**config.mk**
```make
export PLATFORM = sky130hd
export DESIGN_NAME = neighbor_heartbeat_timeout_monitor_top
export DESIGN_NICKNAME = d
export VERILOG_FILES = /design/src/rtl/nhtm_pkg.sv /design/src/rtl/nhtm_csr.sv /design/src/rtl/nhtm_ctrl.sv /design/src/rtl/nhtm_datapath.sv /design/src/rtl/neighbor_heartbeat_timeout_monitor_top.sv
export SDC_FILE = /design/constraint.sdc
export NUM_CORES = 2
export LEC_CHECK = 0
export ABC_AREA = 1
export BUFFER_PORTS_ARGS = -buffer_cell sky130_fd_sc_hd__clkbuf_2
export CORE_MARGIN = 2
export CORE_UTILIZATION = 57
export CTS_CLUSTER_SIZE = 16
export DETAILED_ROUTE_END_ITERATION = 8
export PLACE_DENSITY = 0.75
export SLEW_MARGIN = 10
export SYNTH_ARGS = -nofsm -noshare
export SYNTH_HDL_FRONTEND = slang
export SYNTH_SLANG_ARGS = --single-unit
```
**constraint.sdc**
```tcl
create_clock -name clock -period 4.43 [get_ports clock]
set_input_delay 0.2215 -clock clock [delete_from_list [all_inputs] [get_ports clock]]
set_output_delay 0.2215 -clock clock [all_outputs]
set_load 0.005 [all_outputs]
```
**src/rtl/nhtm_pkg.sv**
```systemverilog
`default_nettype none
package nhtm_pkg;

   localparam int NODES_DEFAULT = 64;
   localparam int MAX_REPORTS   = 64;

   localparam int NODE_W  = 6;
   localparam int TIME_W  = 32;
   localparam int SIZE_W  = 9;
   localparam int COUNT_W = 7;
   localparam int KIND_W  = 2;

   localparam int CSR_ADDR_W = 5;
   localparam int CSR_DATA_W = 32;
   localparam int REG_IDX_W  = 3;

   localparam logic [REG_IDX_W-1:0] REG_NETWORK_SIZE      = 3'd0;
   localparam logic [REG_IDX_W-1:0] REG_MEDIUM_SIZE_FROM  = 3'd1;
   localparam logic [REG_IDX_W-1:0] REG_LARGE_SIZE_FROM   = 3'd2;
   localparam logic [REG_IDX_W-1:0] REG_SMALL_TIMEOUT_US  = 3'd3;
   localparam logic [REG_IDX_W-1:0] REG_MEDIUM_TIMEOUT_US = 3'd4;
   localparam logic [REG_IDX_W-1:0] REG_LARGE_TIMEOUT_US  = 3'd5;

   localparam logic [SIZE_W-1:0] NETWORK_SIZE_RESET      = 9'd1;
   localparam logic [SIZE_W-1:0] MEDIUM_SIZE_FROM_RESET  = 9'd50;
   localparam logic [SIZE_W-1:0] LARGE_SIZE_FROM_RESET   = 9'd150;
   localparam logic [TIME_W-1:0] SMALL_TIMEOUT_US_RESET  = 32'd950000;
   localparam logic [TIME_W-1:0] MEDIUM_TIMEOUT_US_RESET = 32'd1250000;
   localparam logic [TIME_W-1:0] LARGE_TIMEOUT_US_RESET  = 32'd1750000;

   localparam logic MODE_HEARTBEAT = 1'b0;
   localparam logic MODE_CHECK     = 1'b1;

   localparam logic [KIND_W-1:0] KIND_HEARTBEAT = 2'd0;
   localparam logic [KIND_W-1:0] KIND_DOWN      = 2'd1;
   localparam logic [KIND_W-1:0] KIND_NONE      = 2'd2;

   typedef struct packed {
      logic              mode;
      logic [NODE_W-1:0] node;
      logic [TIME_W-1:0] now_us;
   } req_type;

   typedef struct packed {
      logic [KIND_W-1:0]  kind;
      logic [NODE_W-1:0]  node_id;
      logic               newly_up;
      logic [COUNT_W-1:0] down_count;
      logic               last;
   } rsp_type;

   typedef enum logic [1:0] {
      ST_IDLE,
      ST_SCAN,
      ST_DRAIN,
      ST_FINISH
   } state_type;

   typedef struct packed {
      logic heartbeat;
      logic check_load;
      logic scan_read;
      logic finish;
   } cmd_type;

   typedef struct packed {
      logic addr_last;
   } status_type;

endpackage
`default_nettype wire

```
**src/rtl/nhtm_csr.sv**
```systemverilog
`default_nettype none
module nhtm_csr (
   input  wire logic                             clock,
   input  wire logic                             reset,
   input  wire logic                             psel,
   input  wire logic                             penable,
   input  wire logic                             pwrite,
   input  wire logic [nhtm_pkg::CSR_ADDR_W-1:0]  paddr,
   input  wire logic [nhtm_pkg::CSR_DATA_W-1:0]  pwdata,
   output logic      [nhtm_pkg::CSR_DATA_W-1:0]  prdata,
   output logic                                  pready,
   output logic      [nhtm_pkg::TIME_W-1:0]      limit
);
   import nhtm_pkg::*;

   logic [SIZE_W-1:0]    network_size_ff,  network_size_in;
   logic [SIZE_W-1:0]    medium_from_ff,   medium_from_in;
   logic [SIZE_W-1:0]    large_from_ff,    large_from_in;
   logic [TIME_W-1:0]    small_to_ff,      small_to_in;
   logic [TIME_W-1:0]    medium_to_ff,     medium_to_in;
   logic [TIME_W-1:0]    large_to_ff,      large_to_in;
   logic [REG_IDX_W-1:0] reg_idx;
   logic                 wr_en;

   assign reg_idx = paddr[CSR_ADDR_W-1:2];
   assign wr_en   = psel & penable & pwrite;
   assign pready  = 1'b1;

   always_comb begin
      network_size_in = network_size_ff;
      medium_from_in  = medium_from_ff;
      large_from_in   = large_from_ff;
      small_to_in     = small_to_ff;
      medium_to_in    = medium_to_ff;
      large_to_in     = large_to_ff;
      if (wr_en) begin
         unique case (reg_idx)
            REG_NETWORK_SIZE:      network_size_in = pwdata[SIZE_W-1:0];
            REG_MEDIUM_SIZE_FROM:  medium_from_in  = pwdata[SIZE_W-1:0];
            REG_LARGE_SIZE_FROM:   large_from_in   = pwdata[SIZE_W-1:0];
            REG_SMALL_TIMEOUT_US:  small_to_in     = pwdata[TIME_W-1:0];
            REG_MEDIUM_TIMEOUT_US: medium_to_in    = pwdata[TIME_W-1:0];
            REG_LARGE_TIMEOUT_US:  large_to_in     = pwdata[TIME_W-1:0];
            default: ;
         endcase
      end
   end

   always_ff @(posedge clock) begin
      if (reset) begin
         network_size_ff <= NETWORK_SIZE_RESET;
         medium_from_ff  <= MEDIUM_SIZE_FROM_RESET;
         large_from_ff   <= LARGE_SIZE_FROM_RESET;
         small_to_ff     <= SMALL_TIMEOUT_US_RESET;
         medium_to_ff    <= MEDIUM_TIMEOUT_US_RESET;
         large_to_ff     <= LARGE_TIMEOUT_US_RESET;
      end else begin
         network_size_ff <= network_size_in;
         medium_from_ff  <= medium_from_in;
         large_from_ff   <= large_from_in;
         small_to_ff     <= small_to_in;
         medium_to_ff    <= medium_to_in;
         large_to_ff     <= large_to_in;
      end
   end

   always_comb begin
      unique case (reg_idx)
         REG_NETWORK_SIZE:      prdata = CSR_DATA_W'(network_size_ff);
         REG_MEDIUM_SIZE_FROM:  prdata = CSR_DATA_W'(medium_from_ff);
         REG_LARGE_SIZE_FROM:   prdata = CSR_DATA_W'(large_from_ff);
         REG_SMALL_TIMEOUT_US:  prdata = CSR_DATA_W'(small_to_ff);
         REG_MEDIUM_TIMEOUT_US: prdata = CSR_DATA_W'(medium_to_ff);
         REG_LARGE_TIMEOUT_US:  prdata = CSR_DATA_W'(large_to_ff);
         default:               prdata = '0;
      endcase
   end

   // large tier wins when thresholds cross
   always_comb begin
      priority if (network_size_ff >= large_from_ff) begin
         limit = large_to_ff;
      end else if (network_size_ff >= medium_from_ff) begin
         limit = medium_to_ff;
      end else begin
         limit = small_to_ff;
      end
   end

endmodule
`default_nettype wire

```
**src/rtl/nhtm_ctrl.sv**
```systemverilog
`default_nettype none
module nhtm_ctrl (
   input  wire logic                   clock,
   input  wire logic                   reset,
   input  wire logic                   start,
   input  wire logic                   mode,
   input  wire nhtm_pkg::status_type   status,
   output nhtm_pkg::cmd_type           cmd,
   output logic                        busy
);
   import nhtm_pkg::*;

   state_type state_ff, state_in;

   always_ff @(posedge clock) begin
      if (reset) begin
         state_ff <= ST_IDLE;
      end else begin
         state_ff <= state_in;
      end
   end

   always_comb begin
      state_in = state_ff;
      cmd      = '0;
      busy     = 1'b1;
      unique case (state_ff)
         ST_IDLE: begin
            busy = 1'b0;
            if (start) begin
               if (mode == MODE_CHECK) begin
                  cmd.check_load = 1'b1;
                  state_in       = ST_SCAN;
               end else begin
                  cmd.heartbeat = 1'b1;
               end
            end
         end
         ST_SCAN: begin
            cmd.scan_read = 1'b1;
            if (status.addr_last) begin
               state_in = ST_DRAIN;
            end
         end
         ST_DRAIN: begin
            state_in = ST_FINISH;
         end
         ST_FINISH: begin
            cmd.finish = 1'b1;
            state_in   = ST_IDLE;
         end
         default: state_in = ST_IDLE;
      endcase
   end

endmodule
`default_nettype wire

```
**src/rtl/nhtm_datapath.sv**
```systemverilog
`default_nettype none
module nhtm_datapath #(
   parameter int NODES = nhtm_pkg::NODES_DEFAULT
) (
   input  wire logic                  clock,
   input  wire logic                  reset,
   input  wire nhtm_pkg::cmd_type     cmd,
   output nhtm_pkg::status_type       status,
   input  wire nhtm_pkg::req_type     req_data,
   input  wire logic [nhtm_pkg::TIME_W-1:0] limit,
   output logic                       rsp_strobe,
   output nhtm_pkg::rsp_type          rsp_data
);
   import nhtm_pkg::*;

   localparam int IW = $clog2(NODES);
   localparam int EW = IW + NODE_W;

   logic [TIME_W-1:0]  last_heard_mem [NODES];

   logic [NODES-1:0]   up_ff, up_in;
   logic [IW-1:0]      addr_ff, addr_in;
   logic [IW-1:0]      rd_idx_ff;
   logic [TIME_W-1:0]  rd_data_ff;
   logic               cmp_valid_ff;
   logic [TIME_W-1:0]  now_ff;
   logic [TIME_W-1:0]  limit_ff;
   logic [COUNT_W-1:0] count_ff, count_in;
   logic               pend_valid_ff, pend_valid_in;
   logic [IW-1:0]      pend_idx_ff, pend_idx_in;
   logic [COUNT_W-1:0] pend_count_ff, pend_count_in;
   logic               rsp_strobe_ff, rsp_strobe_in;
   rsp_type            rsp_ff, rsp_in;

   logic [EW-1:0]      node_ext;
   logic [EW-1:0]      pend_ext;
   logic [IW-1:0]      node_idx;
   logic               in_range;
   logic [TIME_W-1:0]  elapsed;
   logic               hit;

   assign node_ext = EW'(req_data.node);
   assign pend_ext = EW'(pend_idx_ff);
   assign node_idx = node_ext[IW-1:0];
   assign in_range = node_ext < EW'(NODES);
   assign elapsed  = now_ff - rd_data_ff;
   assign hit      = cmp_valid_ff && up_ff[rd_idx_ff] && (elapsed >= limit_ff)
                     && (count_ff < COUNT_W'(MAX_REPORTS));

   assign status.addr_last = (addr_ff == IW'(NODES - 1));

   always_ff @(posedge clock) begin
      if (cmd.heartbeat && in_range) begin
         last_heard_mem[node_idx] <= req_data.now_us;
      end
      if (cmd.scan_read) begin
         rd_data_ff <= last_heard_mem[addr_ff];
      end
   end

   always_comb begin
      up_in         = up_ff;
      addr_in       = addr_ff;
      count_in      = count_ff;
      pend_valid_in = pend_valid_ff;
      pend_idx_in   = pend_idx_ff;
      pend_count_in = pend_count_ff;
      rsp_strobe_in = 1'b0;
      rsp_in        = rsp_ff;

      if (cmd.heartbeat) begin
         if (in_range) begin
            up_in[node_idx] = 1'b1;
         end
         rsp_strobe_in     = 1'b1;
         rsp_in.kind       = KIND_HEARTBEAT;
         rsp_in.node_id    = req_data.node;
         rsp_in.newly_up   = in_range && !up_ff[node_idx];
         rsp_in.down_count = '0;
         rsp_in.last       = 1'b1;
      end

      if (cmd.check_load) begin
         addr_in       = '0;
         count_in      = '0;
         pend_valid_in = 1'b0;
      end

      if (cmd.scan_read) begin
         addr_in = addr_ff + IW'(1);
      end

      // a down beat goes out once the next one is found, so the last flag is known
      if (hit) begin
         up_in[rd_idx_ff] = 1'b0;
         count_in         = count_ff + COUNT_W'(1);
         pend_valid_in    = 1'b1;
         pend_idx_in      = rd_idx_ff;
         pend_count_in    = count_ff + COUNT_W'(1);
         if (pend_valid_ff) begin
            rsp_strobe_in     = 1'b1;
            rsp_in.kind       = KIND_DOWN;
            rsp_in.node_id    = pend_ext[NODE_W-1:0];
            rsp_in.newly_up   = 1'b0;
            rsp_in.down_count = pend_count_ff;
            rsp_in.last       = 1'b0;
         end
      end

      if (cmd.finish) begin
         rsp_strobe_in   = 1'b1;
         rsp_in.newly_up = 1'b0;
         rsp_in.last     = 1'b1;
         if (pend_valid_ff) begin
            rsp_in.kind       = KIND_DOWN;
            rsp_in.node_id    = pend_ext[NODE_W-1:0];
            rsp_in.down_count = pend_count_ff;
         end else begin
            rsp_in.kind       = KIND_NONE;
            rsp_in.node_id    = '0;
            rsp_in.down_count = '0;
         end
         pend_valid_in = 1'b0;
      end
   end

   always_ff @(posedge clock) begin
      if (reset) begin
         up_ff         <= '0;
         addr_ff       <= '0;
         count_ff      <= '0;
         cmp_valid_ff  <= 1'b0;
         pend_valid_ff <= 1'b0;
         rsp_strobe_ff <= 1'b0;
      end else begin
         up_ff         <= up_in;
         addr_ff       <= addr_in;
         count_ff      <= count_in;
         cmp_valid_ff  <= cmd.scan_read;
         pend_valid_ff <= pend_valid_in;
         rsp_strobe_ff <= rsp_strobe_in;
      end
   end

   always_ff @(posedge clock) begin
      rd_idx_ff     <= addr_ff;
      pend_idx_ff   <= pend_idx_in;
      pend_count_ff <= pend_count_in;
      rsp_ff        <= rsp_in;
      if (cmd.check_load) begin
         now_ff   <= req_data.now_us;
         limit_ff <= limit;
      end
   end

   assign rsp_strobe = rsp_strobe_ff;
   assign rsp_data   = rsp_ff;

endmodule
`default_nettype wire

```
**src/rtl/neighbor_heartbeat_timeout_monitor_top.sv**
```systemverilog
// Heartbeat: taken while idle, reply comes out the cycle after; a new item may follow at once.
// Check: scans one node a cycle through the last-heard memory's single read port;
//   a down beat is held until the next one is found or the check finishes, the final beat comes
//   out in the same cycle that busy drops; busy through the scan, drain and finish states.
// Results appear for one cycle on rsp_strobe; the receiver cannot stall.
// Synchronous reset: every node down, registers at their defaults, no clearing pass.
`default_nettype none
module neighbor_heartbeat_timeout_monitor_top #(
   parameter int NODES = nhtm_pkg::NODES_DEFAULT
) (
   input  wire logic                             clock,
   input  wire logic                             reset,
   input  wire logic                             start,
   output logic                                  busy,
   input  wire nhtm_pkg::req_type                req_data,
   output logic                                  rsp_strobe,
   output nhtm_pkg::rsp_type                     rsp_data,
   input  wire logic                             psel,
   input  wire logic                             penable,
   input  wire logic                             pwrite,
   input  wire logic [nhtm_pkg::CSR_ADDR_W-1:0]  paddr,
   input  wire logic [nhtm_pkg::CSR_DATA_W-1:0]  pwdata,
   output logic      [nhtm_pkg::CSR_DATA_W-1:0]  prdata,
   output logic                                  pready
);
   import nhtm_pkg::*;

   cmd_type           cmd;
   status_type        status;
   logic [TIME_W-1:0] limit;

   nhtm_csr u_csr (
      .clock   (clock),
      .reset   (reset),
      .psel    (psel),
      .penable (penable),
      .pwrite  (pwrite),
      .paddr   (paddr),
      .pwdata  (pwdata),
      .prdata  (prdata),
      .pready  (pready),
      .limit   (limit)
   );

   nhtm_ctrl u_ctrl (
      .clock  (clock),
      .reset  (reset),
      .start  (start),
      .mode   (req_data.mode),
      .status (status),
      .cmd    (cmd),
      .busy   (busy)
   );

   nhtm_datapath #(
      .NODES (NODES)
   ) u_datapath (
      .clock      (clock),
      .reset      (reset),
      .cmd        (cmd),
      .status     (status),
      .req_data   (req_data),
      .limit      (limit),
      .rsp_strobe (rsp_strobe),
      .rsp_data   (rsp_data)
   );

endmodule
`default_nettype wire
```
* Word-level counts from Yosys, hierarchy flattened
Memories as Yosys holds them, arrays and structs flattened. A register that Yosys moved wholly into a read port is not among the register bits. Index checks and enable logic that the tools add are counted.
Storage, ports and cells: bits in registers 305, latch bits 0, bits in writable memories 2048, bits in read-only memories 0, input bits 82, word-level logic and storage cells 116, memories kept 1
Memories:
- u_datapath.last_heard_mem | words 64, width 32, read ports 1, clocked after Yosys merged registers in 1, wr ports 1, line nhtm_datapath.sv:19 | logic [TIME_W-1:0] last_heard_mem [NODES];
Cells by class: add/subtract/negate cells 3, multiply operators 0, div/mod/pow operators 0, order comparisons 9, equal/unequal tests 12, shift operators 0, multiplexer cells 43, bitwise operators 5, reduce and logical (&&, ||, !) cells 20
Operators with widths (count):
- 2-to-1 mux 64 bit | 3
- one-hot mux 32 bit (6 select lines) | 1
- 2-to-1 mux 17 bit | 4
- AND 64 bit | 1
- 2-to-1 mux 32 bit | 2
- inverter 64 bit | 1
- bitwise OR 64 bit | 1
- greater-or-equal comparator 32 bit | 1
- subtractor 32 bit | 1
- < comparator 6 x 7 -> 1 bit, second input constant | 3
- 2-to-1 mux 7 bit | 3
- greater-or-equal comparator 9 bit | 2
- 2-to-1 mux 1 bit | 17
- binary-select mux 1 bit (select 6 bit) | 2
- demux 1 bit (select 6 bit) | 2
- greater-or-equal comparator 6 x 1 -> 1 bit, second input constant | 2
- 2-to-1 mux 6 bit | 2
- AND reduction 2 bit | 6
- 2-to-1 mux 2 bit | 5
- 2-to-1 mux 8 bit | 1
- one-hot mux 2 bit (4 select lines) | 1
- adder 7 x 1 -> 7 bit, second input constant | 1
- logical AND 1 bit | 7
- < comparator 7 bit, second input constant | 1
- 15 further kinds | 22

* Longest topological paths before layout
depth after elaboration 9, mapped depth 27, depth with buffers taken out 26

* Hierarchy
Synthesis repeated with hierarchy kept, for this count alone.
Unflattened totals: cells, all modules 8388, area total of the unflattened synthesis 97780.0 µm²
By module, submodules not included:
- nhtm_datapath | instances 1, cells each 7386, area an instance 91276.3 µm², sequential area each 66834.1 µm²
- nhtm_csr | instances 1, cells each 972, area an instance 6301.0 µm², sequential area each 2462.4 µm²
- nhtm_ctrl | instances 1, cells each 30, area an instance 202.7 µm², sequential area each 40.0 µm²

* Worst setup path after synthesis
OpenSTA, ideal clock, no wires.
path kind register to register, start register u_ctrl.state_ff[0], end register u_datapath.addr_ff[5], setup time 0.110 ns, data arrival time 4.622 ns, required time 4.320 ns, slack -0.302 ns, cell stages (with the launch flop) 12, path buffers 0, period minus slack after synthesis 4.732 ns, cell sequence dfxtp_1 > inv_1 > ha_1 > inv_1 > nor2_1 > inv_1 > nand2_1 > inv_1 > a21oi_1 > o22ai_1 > nand2_1 > inv_1
RTL lines:
- start: declaration | line nhtm_ctrl.sv:13 | state_type state_ff, state_in;
- start signal: assignment | line nhtm_ctrl.sv:19 | state_ff <= state_in;
- end signal: assignment | line nhtm_datapath.sv:137 | addr_ff <= addr_in;
- end: declaration | line nhtm_datapath.sv:22 | logic [IW-1:0] addr_ff, addr_in;

* Worst setup path after layout
start register u_datapath.now_ff[0], end register u_datapath.up_ff[11]
Between the ends: cells in the longest elaborated chain, start to end 5
Ends and longest elaborated chain:
- start: declaration | line nhtm_datapath.sv:26 | logic [TIME_W-1:0] now_ff;
- start signal: assignment | line nhtm_datapath.sv:151 | now_ff <= req_data.now_us;
- subtractor 32 bit | line nhtm_datapath.sv:46 | assign elapsed = now_ff - rd_data_ff;
- greater-or-equal comparator 32 bit | line nhtm_datapath.sv:47 | assign hit = cmp_valid_ff && up_ff[rd_idx_ff] && (elapsed >= limit_ff)
- logical AND 1 bit | line nhtm_datapath.sv:47
- logical AND 1 bit | line nhtm_datapath.sv:48 | && (count_ff < COUNT_W'(MAX_REPORTS));
- 2-to-1 mux 64 bit | line nhtm_datapath.sv:94 | if (hit) begin
- end signal: assignment | line nhtm_datapath.sv:136 | up_ff <= up_in;
- end: declaration | line nhtm_datapath.sv:21 | logic [NODES-1:0] up_ff, up_in;
No other way between the ends. A chain may end at the register's enable or synchronous reset.

==> impl_metrics.xml <==
<?xml version="1.0" encoding="UTF-8"?>
<metrics>
  <group name="floorplan">
    <metric name="dieWidth" unit="um">418</metric>
    <metric name="start_util" unit="%">57.5</metric>
    <metric name="core_area" unit="um2">170000</metric>
    <metric name="die_area" unit="um2">175000</metric>
    <metric name="die-height" unit="um">418</metric>
    <metric name="boundaryPins" unit="">134</metric>
    <metric name="num_rows" unit="">151</metric>
  </group>
  <group name="drt">
    <metric name="wire_per_inst" unit="um">26.4</metric>
    <metric name="wl_final" unit="um">286000</metric>
    <metric name="ant_nets" unit="">0</metric>
    <metric name="drt_iter0_markers" unit="">11800</metric>
    <metric name="vias" unit="">70200</metric>
    <metric name="drt_pass1_iterations" unit="">9</metric>
    <metric name="post_drt_via_cell_ratio" unit="">6.47</metric>
    <metric name="detail_route.drc_violations" unit="">0</metric>
  </group>
  <group name="synthesis">
    <metric name="synth_edf_count" unit="">2157</metric>
    <metric name="cell_count_after_synthesis" unit="">8344</metric>
    <metric name="synth_compound_gate_area_share" unit="%">13.6</metric>
    <metric name="post_synthesis_net_count" unit="">8515</metric>
    <metric name="yosys-top-cells-area" unit="">edfxtp_1, o21ai_0, nor2_1, dfxtp_1, o22ai_1</metric>
    <metric name="synth.most_common_cell" unit="">edfxtp_1</metric>
    <metric name="synth_common_cells" unit="">edfxtp_1, o21ai_0, nor2_1</metric>
    <metric name="simple_gate_portion_of_the_synthesized_area" unit="%">10.6</metric>
    <metric name="synth-seq-area-share" unit="%">71.0</metric>
    <metric name="synth-seq-cells" unit="">2385</metric>
    <metric name="synth.mux.area_fraction" unit="%">0</metric>
    <metric name="synth_xor_area_share" unit="%">0.305</metric>
    <metric name="synth_top_cell_area_share" unit="%">66.3</metric>
    <metric name="main_combinational_cell_family_by_area_after_synthesis" unit="">compound AO/OA/AOI/OAI gates</metric>
    <metric name="yosys_warnings" unit="">0</metric>
    <metric name="yosys.area.top_type" unit="">edfxtp_1</metric>
    <metric name="yosysUniqueCellTypes" unit="">52</metric>
    <metric name="synth_flop_cell" unit="">edfxtp_1</metric>
    <metric name="mean_instance_size_in_the_synthesized_netlist" unit="um2">11.7</metric>
    <metric name="synthesis.area" unit="um2">97600</metric>
    <metric name="ys_async_sr_fraction" unit="%">0</metric>
    <metric name="synth_fa_ha_area_share" unit="%">1.15</metric>
  </group>
  <group name="critical_path">
    <metric name="critPathKind" unit="">register to register</metric>
    <metric name="timing.critical_path.fanout_max" unit="">24</metric>
    <metric name="cp-startpoint" unit="">u_datapath.now_ff[0]</metric>
    <metric name="critPathCaptureType" unit="">register</metric>
    <metric name="worstSetupEndpoint" unit="">u_datapath.up_ff[11]</metric>
    <metric name="arrival" unit="ns">4.85</metric>
    <metric name="critical_path.startpoint_type" unit="">register</metric>
    <metric name="r2r_cells" unit="">27</metric>
    <metric name="reg2reg_slack" unit="ns">0.32</metric>
    <metric name="r2r-end" unit="">u_datapath.up_ff[11]</metric>
    <metric name="r2r_start" unit="">u_datapath.now_ff[0]</metric>
    <metric name="timing.critical_path.required" unit="ns">5.17</metric>
  </group>
  <group name="placement">
    <metric name="finalWeightedCongestion" unit="">0.921</metric>
    <metric name="dpl.hpwl" unit="um">156000</metric>
    <metric name="numPortBuffers" unit="">130</metric>
  </group>
  <group name="flow_run">
    <metric name="drv_cap" unit="">0</metric>
  </group>
  <group name="sta">
    <metric name="max_clock_freq" unit="MHz">243</metric>
    <metric name="setup_viol_count_final" unit="">0</metric>
    <metric name="finalCritPeriodShare" unit="%">92.8</metric>
    <metric name="final_period_minus_worst_setup_slack" unit="ns">4.11</metric>
    <metric name="tns" unit="ns">0</metric>
    <metric name="worstMarginPinSlew" unit="ns">1.19</metric>
    <metric name="maxSlewViolCount" unit="">0</metric>
    <metric name="timing.clock.skew" unit="ns">0.0799</metric>
    <metric name="timing.max_slew.rel_slack" unit="%">20.3</metric>
    <metric name="grt_setup_unrepaired" unit="">no</metric>
    <metric name="final_hold_vio_count" unit="">0</metric>
  </group>
  <group name="pwr">
    <metric name="power.total" unit="mW">54.6</metric>
    <metric name="leakage_dissipation" unit="nW">37.4</metric>
    <metric name="power.ir.vdd_worst" unit="V">0.000491</metric>
    <metric name="power.density_cell_area" unit="nW/um2">499</metric>
  </group>
  <group name="grt">
    <metric name="grt_first_pass_wirelength" unit="um">420000</metric>
    <metric name="initial_antenna_violation_count" unit="">11</metric>
    <metric name="first_global_vias" unit="">67100</metric>
    <metric name="grt_max_degree" unit="">149</metric>
    <metric name="overall_overflow_remaining_after_global_route" unit="">0</metric>
    <metric name="grt_usage" unit="%">32.2</metric>
  </group>
  <group name="clocking">
    <metric name="cts_post_setup_buffers_inserted" unit="">0</metric>
    <metric name="clock_tree_from_tritoncts" unit="">yes</metric>
    <metric name="cts_num_sinks" unit="">2385</metric>
    <metric name="worst_skew_pair.late_latency" unit="ns">0.89</metric>
    <metric name="cts_inserted_buffers" unit="">226</metric>
    <metric name="htree_depth" unit="">4</metric>
    <metric name="clk_path_buf_depth" unit="">3</metric>
    <metric name="clkTransAtPathRegs" unit="ns">0.07</metric>
    <metric name="cts_root_buffer" unit="">clkbuf_16</metric>
  </group>
  <group name="status">
    <metric name="outcome" unit="">completed</metric>
  </group>
  <group name="cells_and_area">
    <metric name="antenna_diodes" unit="">0</metric>
    <metric name="final_layout_size_suffix_gt1_share" unit="%">9.41</metric>
    <metric name="area_added_between_synthesis_and_finish" unit="%">12.1</metric>
    <metric name="nNetsFinal" unit="">8616</metric>
  </group>
  <group name="worst_hold_path">
    <metric name="holdCritPathClass" unit="">primary input to register</metric>
    <metric name="hold_path_startpoint" unit="">req_data[14]</metric>
    <metric name="hold_path_depth" unit="">2</metric>
  </group>
</metrics>
-- critical path, cell delays in order (launching register included) --
cell and delay (ns):
edfxtp_1 0.36, inv_1 0.07, ha_1 0.16, inv_1 0.08
fa_1 0.41, nand3_1 0.11, nand2_1 0.10, nand4_1 0.09
nand2_1 0.09, nand2_1 0.07, nand2_1 0.11, a21o_1 0.21
nand2_1 0.07, nand2_1 0.06, xor2_1 0.17, ha_1 0.29
nand2_1 0.05, nor2_1 0.10, nand2_1 0.09, nor4_1 0.18
nand2_1 0.10, nand2_2 0.14, buf_12 0.17, nand3_4 0.08
inv_2 0.13, buf_12 0.18, buf_16 0.21, a21oi_2 0.07
-- power breakdown --
group / switching, mW / total (mW) / internal, mW
clock: 8.56 / 19.1 / 10.5
sequential: 0.154 / 25.0 / 24.9
combinational: 7.43 / 10.5 / 3.06
total: 16.1 / 54.6 / 38.4
-- logic make-up (layout without fill, tap and decap cells) --
kind of cell    Yosys count  in the layout
compound gates         2421           2421
xor+xnor                 34             34
fa+ha+maj                89             89
buf+inv                 821           1113
flops                  2385           2385
other cells               1              1
simple gates           2593           2593
-- how the worst min path moves through the flow --
stage	end	slack [ns]
3_5_place_dp	u_datapath.rsp_data[8]	0.47
6_report	u_datapath.last_heard_mem[11][14]	0.04
3_3_place_gp	u_csr.small_to_ff[11]	0.45
4_1_cts	u_datapath.last_heard_mem[12][9]	0.01
5_1_grt	u_datapath.last_heard_mem[11][14]	0.05
2_1_floorplan	u_datapath.cmp_valid_ff	0.30
-- final cells by class --
class                           instances  area (um2)
Multi-Input combinational cell       5138       25500
Fill cell                           12100       60400
Inverter                              276        1070
Sequential cell                      2385       69400
Tap cell                             2218        2780
Clock buffer                          284        5900
Timing Repair Buffer                  418        3440
Clock inverter                        135        1380
-- metrics by stage --
step                hold slack, ns  std cells  util, %  instance area, um2  setup WS [ns]
finish                      0.0369      10900     64.4              109000          0.321
global route                0.0457      10900     64.4              109000        0.00868
CTS                        0.00992      10900     64.4              109000         0.0589
detailed placement           0.466      10400     59.8              102000         0.0955
global placement             0.451      10400     59.8              102000          0.148
floorplan                    0.305       8344        -               97600          0.687
-- layer usage --
metal,part of all wire [%],GRT usage (%),vias to the layer above
li1,-,-,30500
met1,36,42.7,33700
met2,46,50.5,5086
met3,13,6.68,862
met4,5.5,17.0,12
met5,0.023,0,-
-- registers in the layout, summed over array words and instances (netlist names), 17 cells and up --
register	cells
u_datapath.rsp_data	17
u_datapath.now_ff	32
u_datapath.rd_data_ff	32
u_csr.large_to_ff	32
u_csr.small_to_ff	32
u_datapath.last_heard_mem	2048
u_csr.medium_to_ff	32
u_datapath.up_ff	64
u_datapath.limit_ff	32
-- cell usage in the layout (no fill, tap or decap), types with 56 or more instances in the layout --
| cell | count |
|---|---|
| edfxtp_1 | 2157 |
| nor2_1 | 1366 |
| o21ai_0 | 1451 |
| nand2_1 | 783 |
| dfxtp_1 | 222 |
| clkinv_1 | 56 |
| clkbuf_2 | 130 |
| nand3_1 | 292 |
| buf_4 | 196 |
| inv_1 | 262 |
| nor2_4 | 65 |
| clkbuf_16 | 226 |
| o22ai_1 | 587 |
| a21oi_1 | 217 |
| ha_1 | 87 |
-- repair_timing --
action / CTS / global route
resized for setup: 0 / 5
endpoints found under the hold margin: 277 / 0
setup endpoints to repair: 0 / 103
hold buffers: 53 / 0
Power figures use the tool's default switching activity.
